$ cat config.mk
export PLATFORM = sky130hd
export DESIGN_NAME = lapedge_kernel
export DESIGN_NICKNAME = d
export VERILOG_FILES = /design/src/rtl/lapedge_pkg.sv /design/src/rtl/lapedge_kernel.sv
export SDC_FILE = /design/constraint.sdc
export NUM_CORES = 1
export LEC_CHECK = 0
export BUFFER_PORTS_ARGS = -buffer_cell sky130_fd_sc_hd__buf_2
export CAP_MARGIN = 5
export CORE_UTILIZATION = 55
export DETAILED_ROUTE_END_ITERATION = 8
export PLACE_DENSITY = 0.81
export SYNTH_ARGS = -nofsm -noshare
export SYNTH_HDL_FRONTEND = slang
export SYNTH_SLANG_ARGS = --single-unit
$ cat constraint.sdc
create_clock -name vclk -period 9.8
set_input_delay 0.98 -clock vclk [all_inputs]
set_output_delay 0.98 -clock vclk [all_outputs]
set_load 0.02 [all_outputs]
$ cat src/rtl/lapedge_pkg.sv
// Shared types and constants for the Laplacian edge threshold block.
`default_nettype none

package lapedge_pkg;

    // Channel and pixel layout: index 2 red, 1 green, 0 blue
    localparam int CHAN_W = 8;
    localparam int NUM_CHAN = 3;
    typedef logic [CHAN_W-1:0] chan_t;
    typedef chan_t [NUM_CHAN-1:0] pixel_t;

    localparam int CH_RED = 2;
    localparam int CH_GREEN = 1;
    localparam int CH_BLUE = 0;

    // Configuration register widths
    localparam int FW_W = 11;
    localparam int FH_W = 13;
    localparam int THR_W = 8;

    // Row counters and height limits
    localparam int IN_ROW_W = 13;
    localparam int OUT_ROW_W = 12;
    localparam logic [IN_ROW_W-1:0] IN_ROW_SAT = 13'd8191;
    localparam logic [FH_W-1:0] HEIGHT_MAX = 13'd4096;

    // Defaults after reset
    localparam int MAX_WIDTH_DEF = 1024;
    localparam logic [FW_W-1:0] FRAME_WIDTH_RST = 11'd640;
    localparam logic [FH_W-1:0] FRAME_HEIGHT_RST = 13'd480;
    localparam logic [THR_W-1:0] EDGE_THRESHOLD_RST = 8'd6;

    // APB register map
    localparam int PADDR_W = 4;
    localparam int PDATA_W = 32;
    localparam logic [1:0] REG_FRAME_WIDTH = 2'd0;
    localparam logic [1:0] REG_FRAME_HEIGHT = 2'd1;
    localparam logic [1:0] REG_EDGE_THRESHOLD = 2'd2;

    // Edge mark values
    localparam chan_t MARK_ON = 8'hFF;
    localparam chan_t MARK_OFF = 8'h00;

    // Border flags for the output position
    typedef struct packed {
        logic first_row;
        logic last_row;
        logic first_col;
        logic last_col;
    } border_t;

endpackage

`default_nettype wire

$ cat src/rtl/lapedge_kernel.sv
// 3x3 Laplacian with border replication and threshold marking per channel.
`default_nettype none

module lapedge_kernel (
    input  wire lapedge_pkg::pixel_t [2:0][2:0] win,
    input  wire lapedge_pkg::border_t           border,
    input  wire logic [lapedge_pkg::THR_W-1:0]  threshold,
    output lapedge_pkg::chan_t                  edge_red,
    output lapedge_pkg::chan_t                  edge_green,
    output lapedge_pkg::chan_t                  edge_blue
);

    logic [1:0] rsel [3];
    logic [1:0] csel [3];
    lapedge_pkg::pixel_t [2:0][2:0] tap;
    lapedge_pkg::chan_t mark [lapedge_pkg::NUM_CHAN];

    // Replace taps outside the frame by the centre row or column
    always_comb
    begin
        rsel[0] = border.first_row ? 2'd1 : 2'd0;
        rsel[1] = 2'd1;
        rsel[2] = border.last_row ? 2'd1 : 2'd2;
        csel[0] = border.first_col ? 2'd1 : 2'd0;
        csel[1] = 2'd1;
        csel[2] = border.last_col ? 2'd1 : 2'd2;
        for (int r = 0; r < 3; r++)
        begin
            for (int c = 0; c < 3; c++)
            begin
                tap[r][c] = win[rsel[r]][csel[c]];
            end
        end
    end

    // Eight times centre less the neighbours, magnitude over 8, compare
    always_comb
    begin
        logic [10:0] nsum;
        logic [10:0] cen8;
        logic signed [11:0] diff;
        logic [11:0] mag;
        for (int ch = 0; ch < lapedge_pkg::NUM_CHAN; ch++)
        begin
            nsum = '0;
            for (int r = 0; r < 3; r++)
            begin
                for (int c = 0; c < 3; c++)
                begin
                    if (!(r == 1 && c == 1))
                    begin
                        nsum = nsum + 11'(tap[r][c][ch]);
                    end
                end
            end
            cen8 = {tap[1][1][ch], 3'b000};
            diff = $signed({1'b0, cen8}) - $signed({1'b0, nsum});
            mag = diff[11] ? 12'(-diff) : 12'(diff);
            mark[ch] = (mag[10:3] > threshold) ? lapedge_pkg::MARK_ON
                                                : lapedge_pkg::MARK_OFF;
        end
    end

    assign edge_red = mark[lapedge_pkg::CH_RED];
    assign edge_green = mark[lapedge_pkg::CH_GREEN];
    assign edge_blue = mark[lapedge_pkg::CH_BLUE];

endmodule

`default_nettype wire

## After elaboration in Yosys (flattened, before gate mapping)

Cells that the tools add are included.

- Add/subtract/negate cells: 27
- Order comparisons: 7
- Muxes and demuxes: 26

Operator list:

| kind | number |
|---|---|
| $bmux 24 s2 | 6 |
| $bmux 72 s2 | 2 |
| $mux 24 | 6 |
| $mux 72 | 2 |
| $add 11x8->11 | 12 |
| $sub 11x11->12 | 3 |
| $add 10x8->11 | 3 |
| $mux 11 | 3 |
| $neg 11->11 | 3 |
| $add 9x8->10 | 3 |
| $add 8x8->9 | 3 |
| $gt 8x8->1 | 3 |
| $mux 8 | 3 |
| $lt 1x3->1 const B | 2 |
| $lt 2x3->1 const B | 2 |
| $mux 2 | 2 |
| $mux 1 | 2 |

- Bits in registers: 0
- Input bits: 228
- Output and inout bits: 24
- Word-level logic and storage cells: 60

## Longest topological paths before layout

Gate-level depths: netlist of the first run.

- Depth in word-level cells: 17
- Gate-level depth with buffers: 32
- Mapped depth without buffers: 28

## Worst setup path before layout of the first run

No wires, ideal clock.

- Path kind: in2out
- Start: input port border[3] in the netlist's numbering
- End: output port edge_blue[1]
- Arrival time: 7595 ps
- Required time: 8820 ps
- Setup slack: 1225 ps
- Stages on the path: 25
- Path buffers: 3
- Cells stage by stage: clkbuf_1 -> clkbuf_1 -> mux2_2 -> nand2_1 -> o21ai_0 -> fa_1 -> inv_1 -> fa_1 -> fa_1 -> inv_1 -> fa_1 -> inv_1 -> ha_1 -> and3_1 -> o211a_1 -> or4_4 -> a21oi_4 -> xor2_2 -> a31oi_1 -> xnor2_1 -> ha_1 -> nand4_1 -> o21bai_1 -> a22oi_1 -> buf_4

- Word-level cells in the longest chain between the ends: 17
- Elaborated cells on any way between the ends: 19
- Classes of those cells: add/sub (9); order compare (1); mux (9)

Ends and longest elaborated chain:

| item | RTL line | source |
|---|---|---|
| start, declared | lapedge_kernel.sv:6 | `input wire lapedge_pkg::border_t border,` |
| $mux 1 * | lapedge_kernel.sv:21 | `rsel[0] = border.first_row ? 2'd1 : 2'd0;` |
| $bmux 72 s2 * | lapedge_kernel.sv:31 | `tap[r][c] = win[rsel[r]][csel[c]];` |
| $mux 72 (implied by the code) * | lapedge_kernel.sv:31 |  |
| $bmux 24 s2 | lapedge_kernel.sv:31 |  |
| $mux 24 (implied by the code) | lapedge_kernel.sv:31 |  |
| $add 8x8->9 | lapedge_kernel.sv:52 | `nsum = nsum + 11'(tap[r][c][ch]);` |
| $add 9x8->10 * | lapedge_kernel.sv:52 |  |
| $add 10x8->11 * | lapedge_kernel.sv:52 |  |
| $add 11x8->11 * (4 in series) | lapedge_kernel.sv:52 |  |
| $sub 11x11->12 * | lapedge_kernel.sv:57 | `diff = $signed({1'b0, cen8}) - $signed({1'b0, nsum});` |
| $neg 11->11 | lapedge_kernel.sv:58 | `mag = diff[11] ? 12'(-diff) : 12'(diff);` |
| $mux 11 * | lapedge_kernel.sv:58 |  |
| $gt 8x8->1 * | lapedge_kernel.sv:59 | `mark[ch] = (mag[10:3] > threshold) ? lapedge_pkg::MARK_ON` |
| $mux 8 * | lapedge_kernel.sv:59 |  |
| end, declared | lapedge_kernel.sv:10 | `output lapedge_pkg::chan_t edge_blue` |

Every way passes the cells marked *; elsewhere a longest branch is shown, timed or not. The select of a mux whose other input is x is not followed.

## Worst setup path after layout of the first run

- Start: input port border[2] in the netlist's numbering
- End: output port edge_red[5]

- Word-level cells in the longest chain between the ends: 13
- Elaborated cells on any way between the ends: 15
- Classes of those cells: add/sub (5); order compare (1); mux (9)

Ends and longest elaborated chain:

| item | RTL line | source |
|---|---|---|
| $mux 2 * | lapedge_kernel.sv:23 | `rsel[2] = border.last_row ? 2'd1 : 2'd2;` |
| $bmux 72 s2 * | lapedge_kernel.sv:31 |  |
| $mux 72 (implied by the code) * | lapedge_kernel.sv:31 |  |
| $bmux 24 s2 | lapedge_kernel.sv:31 |  |
| $mux 24 (implied by the code) | lapedge_kernel.sv:31 |  |
| $add 11x8->11 (2 in series) | lapedge_kernel.sv:52 |  |
| $add 11x8->11 * | lapedge_kernel.sv:52 |  |
| $sub 11x11->12 * | lapedge_kernel.sv:57 |  |
| $neg 11->11 | lapedge_kernel.sv:58 |  |
| $mux 11 * | lapedge_kernel.sv:58 |  |
| $gt 8x8->1 * | lapedge_kernel.sv:59 |  |
| $mux 8 * | lapedge_kernel.sv:59 |  |
| end, declared | lapedge_kernel.sv:8 | `output lapedge_pkg::chan_t edge_red,` |

Marks and branches as above.

==> impl_metrics.tcl, run 1 <==
set metrics [dict create \
    synth.distinct_cells 66 \
    nClkBuffers 0 \
    cp-end-kind "primary output" \
    diodes 0 \
    route.top_layer_used "met5" \
    hold_viol 0 \
    met1Wirelength_um 11700 \
    layout.cells.most_common_list "287 x inv_1, 248 x buf_2, 150 x fa_1, 112 x mux2i_1, 92 x a21oi_1" \
    grt_max_degree 79 \
    wl_met2_um 12100 \
    remaining_drc_errors 0 \
    regArea_um2 0 \
    path_common_cell "inv_1" \
    slew_viol_final 0 \
    worst_slew_pin_slew_ps 1010 \
    cp_max_fo 78 \
    place_inst 1758 \
    final_common_cell "inv_1" \
    first_pass_iters 4 \
    synth.avg_cell_area_um2 8.10 \
    multi_input_area_um2 9210 \
    syn_area_um2 10700 \
    die_h_um 141 \
    netlist.area_leader.share 0.282 \
    vias 9497 \
    path_class "input pin to primary output" \
    initial_core_util 0.566 \
    gp_congestion 0.919 \
    cp_slowest_stage_delay_ps 760 \
    ys_warn_count 0 \
    synth_area_leader_cell "fa_1" \
    area.growth.synth_to_final_pct 12.1 \
    nets 1968 \
    setup_viol 0 \
    ioPinCount 252 \
    viasPerCell 5.40 \
    worst_path_max_delay_cell "buf_4" \
    outcome "finished, final reports clean" \
    post-route-min-period_ps 8910 \
    fin_crit_sh 0.910 \
    grt_setup_unrepaired "false" \
    ys_seq_area_frac 0 \
    max_freq_ghz 0.112 \
    critPathLaunchType "input pin" \
    rows 50 \
    syn_inst 1316 \
    grt_pass1_vias 9279 \
    grtUsageTotal 0.261 \
    holdWs_ps 2700 \
    die_area_um2 19900 \
    post_cts_resized 0 \
    finalNonFillerCells 1758 \
    worstPathRequired_ps 8820 \
    antenna_found_initial 2 \
    hp-class "input pin to primary output" \
    dr.first_iter.drc_count 409 \
    port_buffers 252 \
    die-width_um 141 \
    hold_buffers 0 \
    wl_met3_um 1150 \
    hpwl_um 22000 \
    grt_pass1_wl_um 42700 \
    arrival_ps 7930 \
    tns_ps 0 \
    syn_nets 1784 \
    wl_um 25500 \
    fill_cells 1612 \
    grt_remaining_overflow 0 \
    final_layout_size_suffix_gt1_frac 0.209 \
    avgRoutedWirePerCell_um 14.5 \
    cap_violations 0 \
    post-cts-setup-buffer-count 0 \
    ant_nets 0 \
    nFlopsAndLatches 0 \
    core-area_um2 18800 \
    maxSlewHeadroom 0.326 \
    synth_area_leaders "fa_1 28%, ha_1 11%, mux2i_1 11%" \
]
[metal layers]
metal,vias to the layer above,GRT usage
met1,4493,0.361
met5,-,0
li1,4669,-
met2,293,0.455
met3,40,0.0115
met4,2,0.0463
[cell usage after synthesis (7+ instances only)]
master and n:
nand3_1 9, or3_1 11, clkbuf_1 46, ha_1 90, nand2_1 40, nand2b_1 15, buf_1 7, buf_4 21
mux2_2 36, mux2i_1 112, a21oi_1 92, fa_1 150, o21ai_0 51, xor2_1 25, inv_1 287, nor3b_1 7
xnor2_1 31, nor2_1 63, a211oi_1 56, nor2b_1 53, a21o_1 11
[worst paths after layout]
path  slack (ps)  depth (start not counted)            to          from
max          890                         29   edge_red[5]     border[2]
min         2700                          4  edge_blue[1]  threshold[0]
[cell type report]
type               count  share of cell area
repair buffers       259               0.112
multi-input cells    952               0.771
inverters            287              0.0902
well taps            260              0.0272
[metrics by stage]
| step | utilization | area (µm²) | worst slack (ps) |
|---|---|---|---|
| 6_report | 0.634 | 11900 | 886 |
| 5_1_grt | 0.634 | 11900 | 350 |
| 2_1_floorplan | - | 10700 | 1230 |
| 4_1_cts | 0.634 | 11900 | 894 |
| 3_3_place_gp | 0.634 | 11900 | 1120 |
| 3_5_place_dp | 0.634 | 11900 | 891 |
[critical path, delay by kind of cell]
| family | cells | cell delay, ps |
|---|---|---|
| buf+inv | 7 | 1240 |
| compound gates | 10 | 1940 |
| xor+xnor | 1 | 170 |
| simple gates | 4 | 770 |
| mux | 1 | 290 |
| fa+ha+maj | 6 | 2500 |
[logic make-up (layout without fill, tap and decap cells)]
kind of cell | count (synthesis) | in the layout | synth area share
buf+inv | 364 | 546 | 0.136
compound gates | 272 | 272 | 0.167
fa+ha+maj | 240 | 240 | 0.388
simple gates | 234 | 234 | 0.117
mux | 148 | 148 | 0.143
xor+xnor | 58 | 58 | 0.0491
Power of run 1 is not shown: default switching activity piles up to over one toggle a cycle in this logic, so the estimate is an artifact.
==> run 2: changes to the inputs <==
- ABC_AREA: not set -> 1
- PLACE_DENSITY: 0.81 -> 0.82
==> run 2 against run 1 <==
Compared with the run above: wire length up 15%; worst hold slack better by 7.4 ps; cell area down 1.7%; synthesized cell count up 25%; via count up 15%; critical endpoint is now edge_red[6].
==> impl_metrics.tcl, run 2 <==
set metrics [dict create \
    outcome "finished, final reports clean" \
    gp_congestion 0.919 \
    ys_seq_area_frac 0 \
    maxSlewHeadroom 0.413 \
    fin_crit_sh 0.895 \
    setup_viol 0 \
    area.growth.synth_to_final_pct 11.3 \
    worst_slew_pin_slew_ps 879 \
    cp_slowest_stage_delay_ps 570 \
    hold_buffers 0 \
    rows 50 \
    regArea_um2 0 \
    path_class "input pin to primary output" \
    ioPinCount 252 \
    diodes 0 \
    viasPerCell 5.28 \
    nClkBuffers 0 \
    ant_nets 0 \
    max_freq_ghz 0.114 \
    synthTopCellsByCount "425 x nand2_1, 375 x inv_1, 153 x o21ai_0" \
    nets 2296 \
    path_common_cell "nand2_1" \
    synth_area_leaders "fa_1 28%, nand2_1 15%, inv_1 13%" \
    layout.cells.most_common_list "425 x nand2_1, 372 x inv_1, 252 x buf_2, 153 x o21ai_0, 150 x fa_1" \
    dr.first_iter.drc_count 773 \
    netlist.area_leader.share 0.285 \
    cp_max_fo 38 \
    tns_ps 0 \
    cap_violations 0 \
    synth.avg_cell_area_um2 6.39 \
    syn_area_um2 10600 \
    grt_setup_unrepaired "false" \
    post-cts-setup-buffer-count 0 \
    nFlopsAndLatches 0 \
    syn_nets 2119 \
    hpwl_um 24700 \
    die_area_um2 19700 \
    hold_viol 0 \
    wl_um 29300 \
    synth_area_leader_cell "fa_1" \
    slew_viol_final 0 \
    post-route-min-period_ps 8770 \
    ys_warn_count 0 \
    final_common_cell "nand2_1" \
    critPathLaunchType "input pin" \
    worstPathRequired_ps 8820 \
    grt_max_degree 63 \
    hold_start "threshold[0]" \
    grt_pass1_vias 10218 \
    fill_cells 1813 \
    antenna_found_initial 0 \
    die_h_um 141 \
    synth.distinct_cells 41 \
    worst_path_max_delay_cell "fa_1" \
    vias 10887 \
    hp-class "input pin to primary output" \
    die-width_um 141 \
    yosys.cell_count.top_type "nand2_1" \
    arrival_ps 7790 \
    first_pass_iters 6 \
    syn_inst 1651 \
    grtUsageTotal 0.301 \
    port_buffers 252 \
    crit_path_start "border[3]" \
    core-area_um2 18800 \
    final_layout_size_suffix_gt1_frac 0.166 \
    remaining_drc_errors 0 \
    avgRoutedWirePerCell_um 14.2 \
    post_cts_resized 0 \
    grt_remaining_overflow 0 \
    initial_core_util 0.562 \
    cp-end-kind "primary output" \
    grt_pass1_wl_um 48200 \
]
## run 2: cell type report
class | count | area [µm²] | share of cell area
multi-input cells | 1185 | 8690 | 0.740
inverters | 379 | 1420 | 0.121
repair buffers | 262 | 1340 | 0.114
well taps | 234 | 293 | 0.0249
## run 2: stage by stage
stage | cell area, µm² | std cells | hold WS (ps) | utilization | setup slack, ps
floorplan | 10600 | 1651 | 2360 | - | 1900
global placement | 11700 | 2060 | 2720 | 0.626 | 1240
detailed placement | 11700 | 2060 | 2730 | 0.626 | 1080
CTS | 11700 | 2060 | 2730 | 0.626 | 1060
global route | 11700 | 2060 | 2800 | 0.626 | 444
finish | 11700 | 2060 | 2710 | 0.626 | 1030
## run 2: cells by family after synthesis
| logic type | after synthesis | synth area share |
|---|---|---|
| AOI/OAI and AO/OA | 308 | 0.167 |
| and+or+nand+nor | 598 | 0.232 |
| adders and majority gates | 240 | 0.391 |
| xor gates and xnor gates | 39 | 0.0338 |
| buffers and inverters | 466 | 0.176 |
## run 2: final timing paths
path / endpoint / cells after the start
setup / recovery: edge_red[6] / 30
hold / removal: edge_green[7] / 6
## run 2: worst max-delay path: cells and delay by family
family	cells	cell delay, ps
buf+inv	8	1720
simple gates	12	1260
fa+ha+maj	6	2710
compound gates	4	1090
## run 2: routing by layer
layer | up-vias | global-route usage | routed length, µm
met5 | - | 0 | 0
met2 | 499 | 0.503 | 13100
met1 | 4959 | 0.430 | 13300
li1 | 5400 | - | -
met4 | 0 | 0.0475 | 436
met3 | 29 | 0.0287 | 2520
Power of run 2 is left out for the same reason.
==> run 3: changes to the inputs <==
- CELL_PAD_IN_SITES_DETAIL_PLACEMENT: not set -> 1
- CELL_PAD_IN_SITES_GLOBAL_PLACEMENT: not set -> 1
- CORE_UTILIZATION: 55 -> 40
- PLACE_DENSITY: 0.82 -> not set
- PLACE_DENSITY_LB_ADDON: not set -> 0.1
==> run 3 against run 2 <==
Compared with the run above: worst setup slack gained 190 ps; sequential share of layout area is the same; final cell count grew 5.0%; die area grew 37%; first-iteration DRC count is 42% lower; critical path depth up 5; cell area up 1.5%; maximum frequency increased by 2.3%; utilization is 17 points lower; count of clock-buffer cells in the layout stayed put; wire length up 17%; non-clock buffer count is 3 higher.
==> impl_metrics.tcl, run 3 (synthesis gave the netlist of run 2 again) <==
set metrics [dict create \
    post-cts-setup-buffer-count 0 \
    grt_pass1_vias 11148 \
    max_freq_ghz 0.117 \
    tns_ps 0 \
    first_pass_iters 5 \
    holdWs_ps 2770 \
    slew_viol_final 0 \
    maxSlewHeadroom 0.388 \
    grt_remaining_overflow 0 \
    remaining_drc_errors 0 \
    final_common_cell "nand2_1" \
    post-route-util 0.459 \
    grt_setup_unrepaired "false" \
    area.growth.synth_to_final_pct 13.0 \
    nClkBuffers 0 \
    fin_crit_sh 0.876 \
    die-width_um 164 \
    viasPerCell 5.00 \
    hpwl_um 29500 \
    final_layout_size_suffix_gt1_frac 0.168 \
    cap_violations 0 \
    gp_congestion 0.838 \
    grtUsageTotal 0.257 \
    preCtsSetupSlack_ps 1190 \
    initial_core_util 0.406 \
    cp-end-kind "primary output" \
    port_buffers 252 \
    antenna_found_initial 1 \
    avgRoutedWirePerCell_um 15.8 \
    die_area_um2 27000 \
    worst_slew_pin_slew_ps 916 \
    nFlopsAndLatches 0 \
    worstPathRequired_ps 8820 \
    vias 10824 \
    hold_buffers 0 \
    hold_viol 0 \
    ant_nets 0 \
    hp-class "input pin to primary output" \
    ioPinCount 252 \
    dr.first_iter.drc_count 448 \
    grt_max_degree 79 \
    diodes 0 \
    cp_max_fo 29 \
    nets 2299 \
    layout.cells.most_common_list "425 x nand2_1, 372 x inv_1, 252 x buf_2, 153 x o21ai_0, 150 x fa_1" \
    outcome "finished, final reports clean" \
    regArea_um2 0 \
    path_class "input pin to primary output" \
    wl_um 34200 \
    fin_ws_ps 1220 \
    post_cts_resized 0 \
    critPathLaunchType "input pin" \
    die_h_um 164 \
    core-area_um2 26000 \
    rows 59 \
    path_common_cell "inv_1" \
    worst_path_max_delay_cell "fa_1" \
    cp_slowest_stage_delay_ps 540 \
    post-route-min-period_ps 8580 \
    setup_viol 0 \
    arrival_ps 7600 \
    grt_pass1_wl_um 55400 \
]
## run 3: metrics by stage
step,cells,area [µm²]
after floorplan,1651,10600
after global placement,2164,11900
after detailed placement,2164,11900
after CTS,2164,11900
after global routing,2164,11900
final,2164,11900
## run 3: cell type report
cell class | instances | area, µm²
fill | 3662 | 14100
timing repair buffer | 265 | 1380
inverter | 379 | 1420
tap | 335 | 419
multi-input combinational | 1185 | 8690
## run 3: per-layer routing
layer / vias to the layer above / GRT usage / routed length, µm
met2: 266 / 0.430 / 15400
met3: 10 / 0.00879 / 1440
met4: 2 / 0.0146 / 153
li1: 5415 / - / -
met1: 5131 / 0.383 / 17200
met5: - / 0 / 10
## run 3: path summary, 6_finish.rpt
path	cells past startpoint	slack (ps)	startpoint	endpoint
worst min-delay path	6	2770	threshold[0]	edge_green[0]
worst max-delay path	35	1220	border[3]	edge_red[4]
## run 3: worst max-delay path: cells and delay by family
| kind | cells | cell delay [ps] |
|---|---|---|
| and+or+nand+nor | 11 | 950 |
| buffers and inverters | 11 | 1580 |
| adders and majority gates | 6 | 2350 |
| AOI/OAI and AO/OA | 5 | 1370 |
| xor gates and xnor gates | 2 | 340 |
Power of run 3 is left out for the same reason.
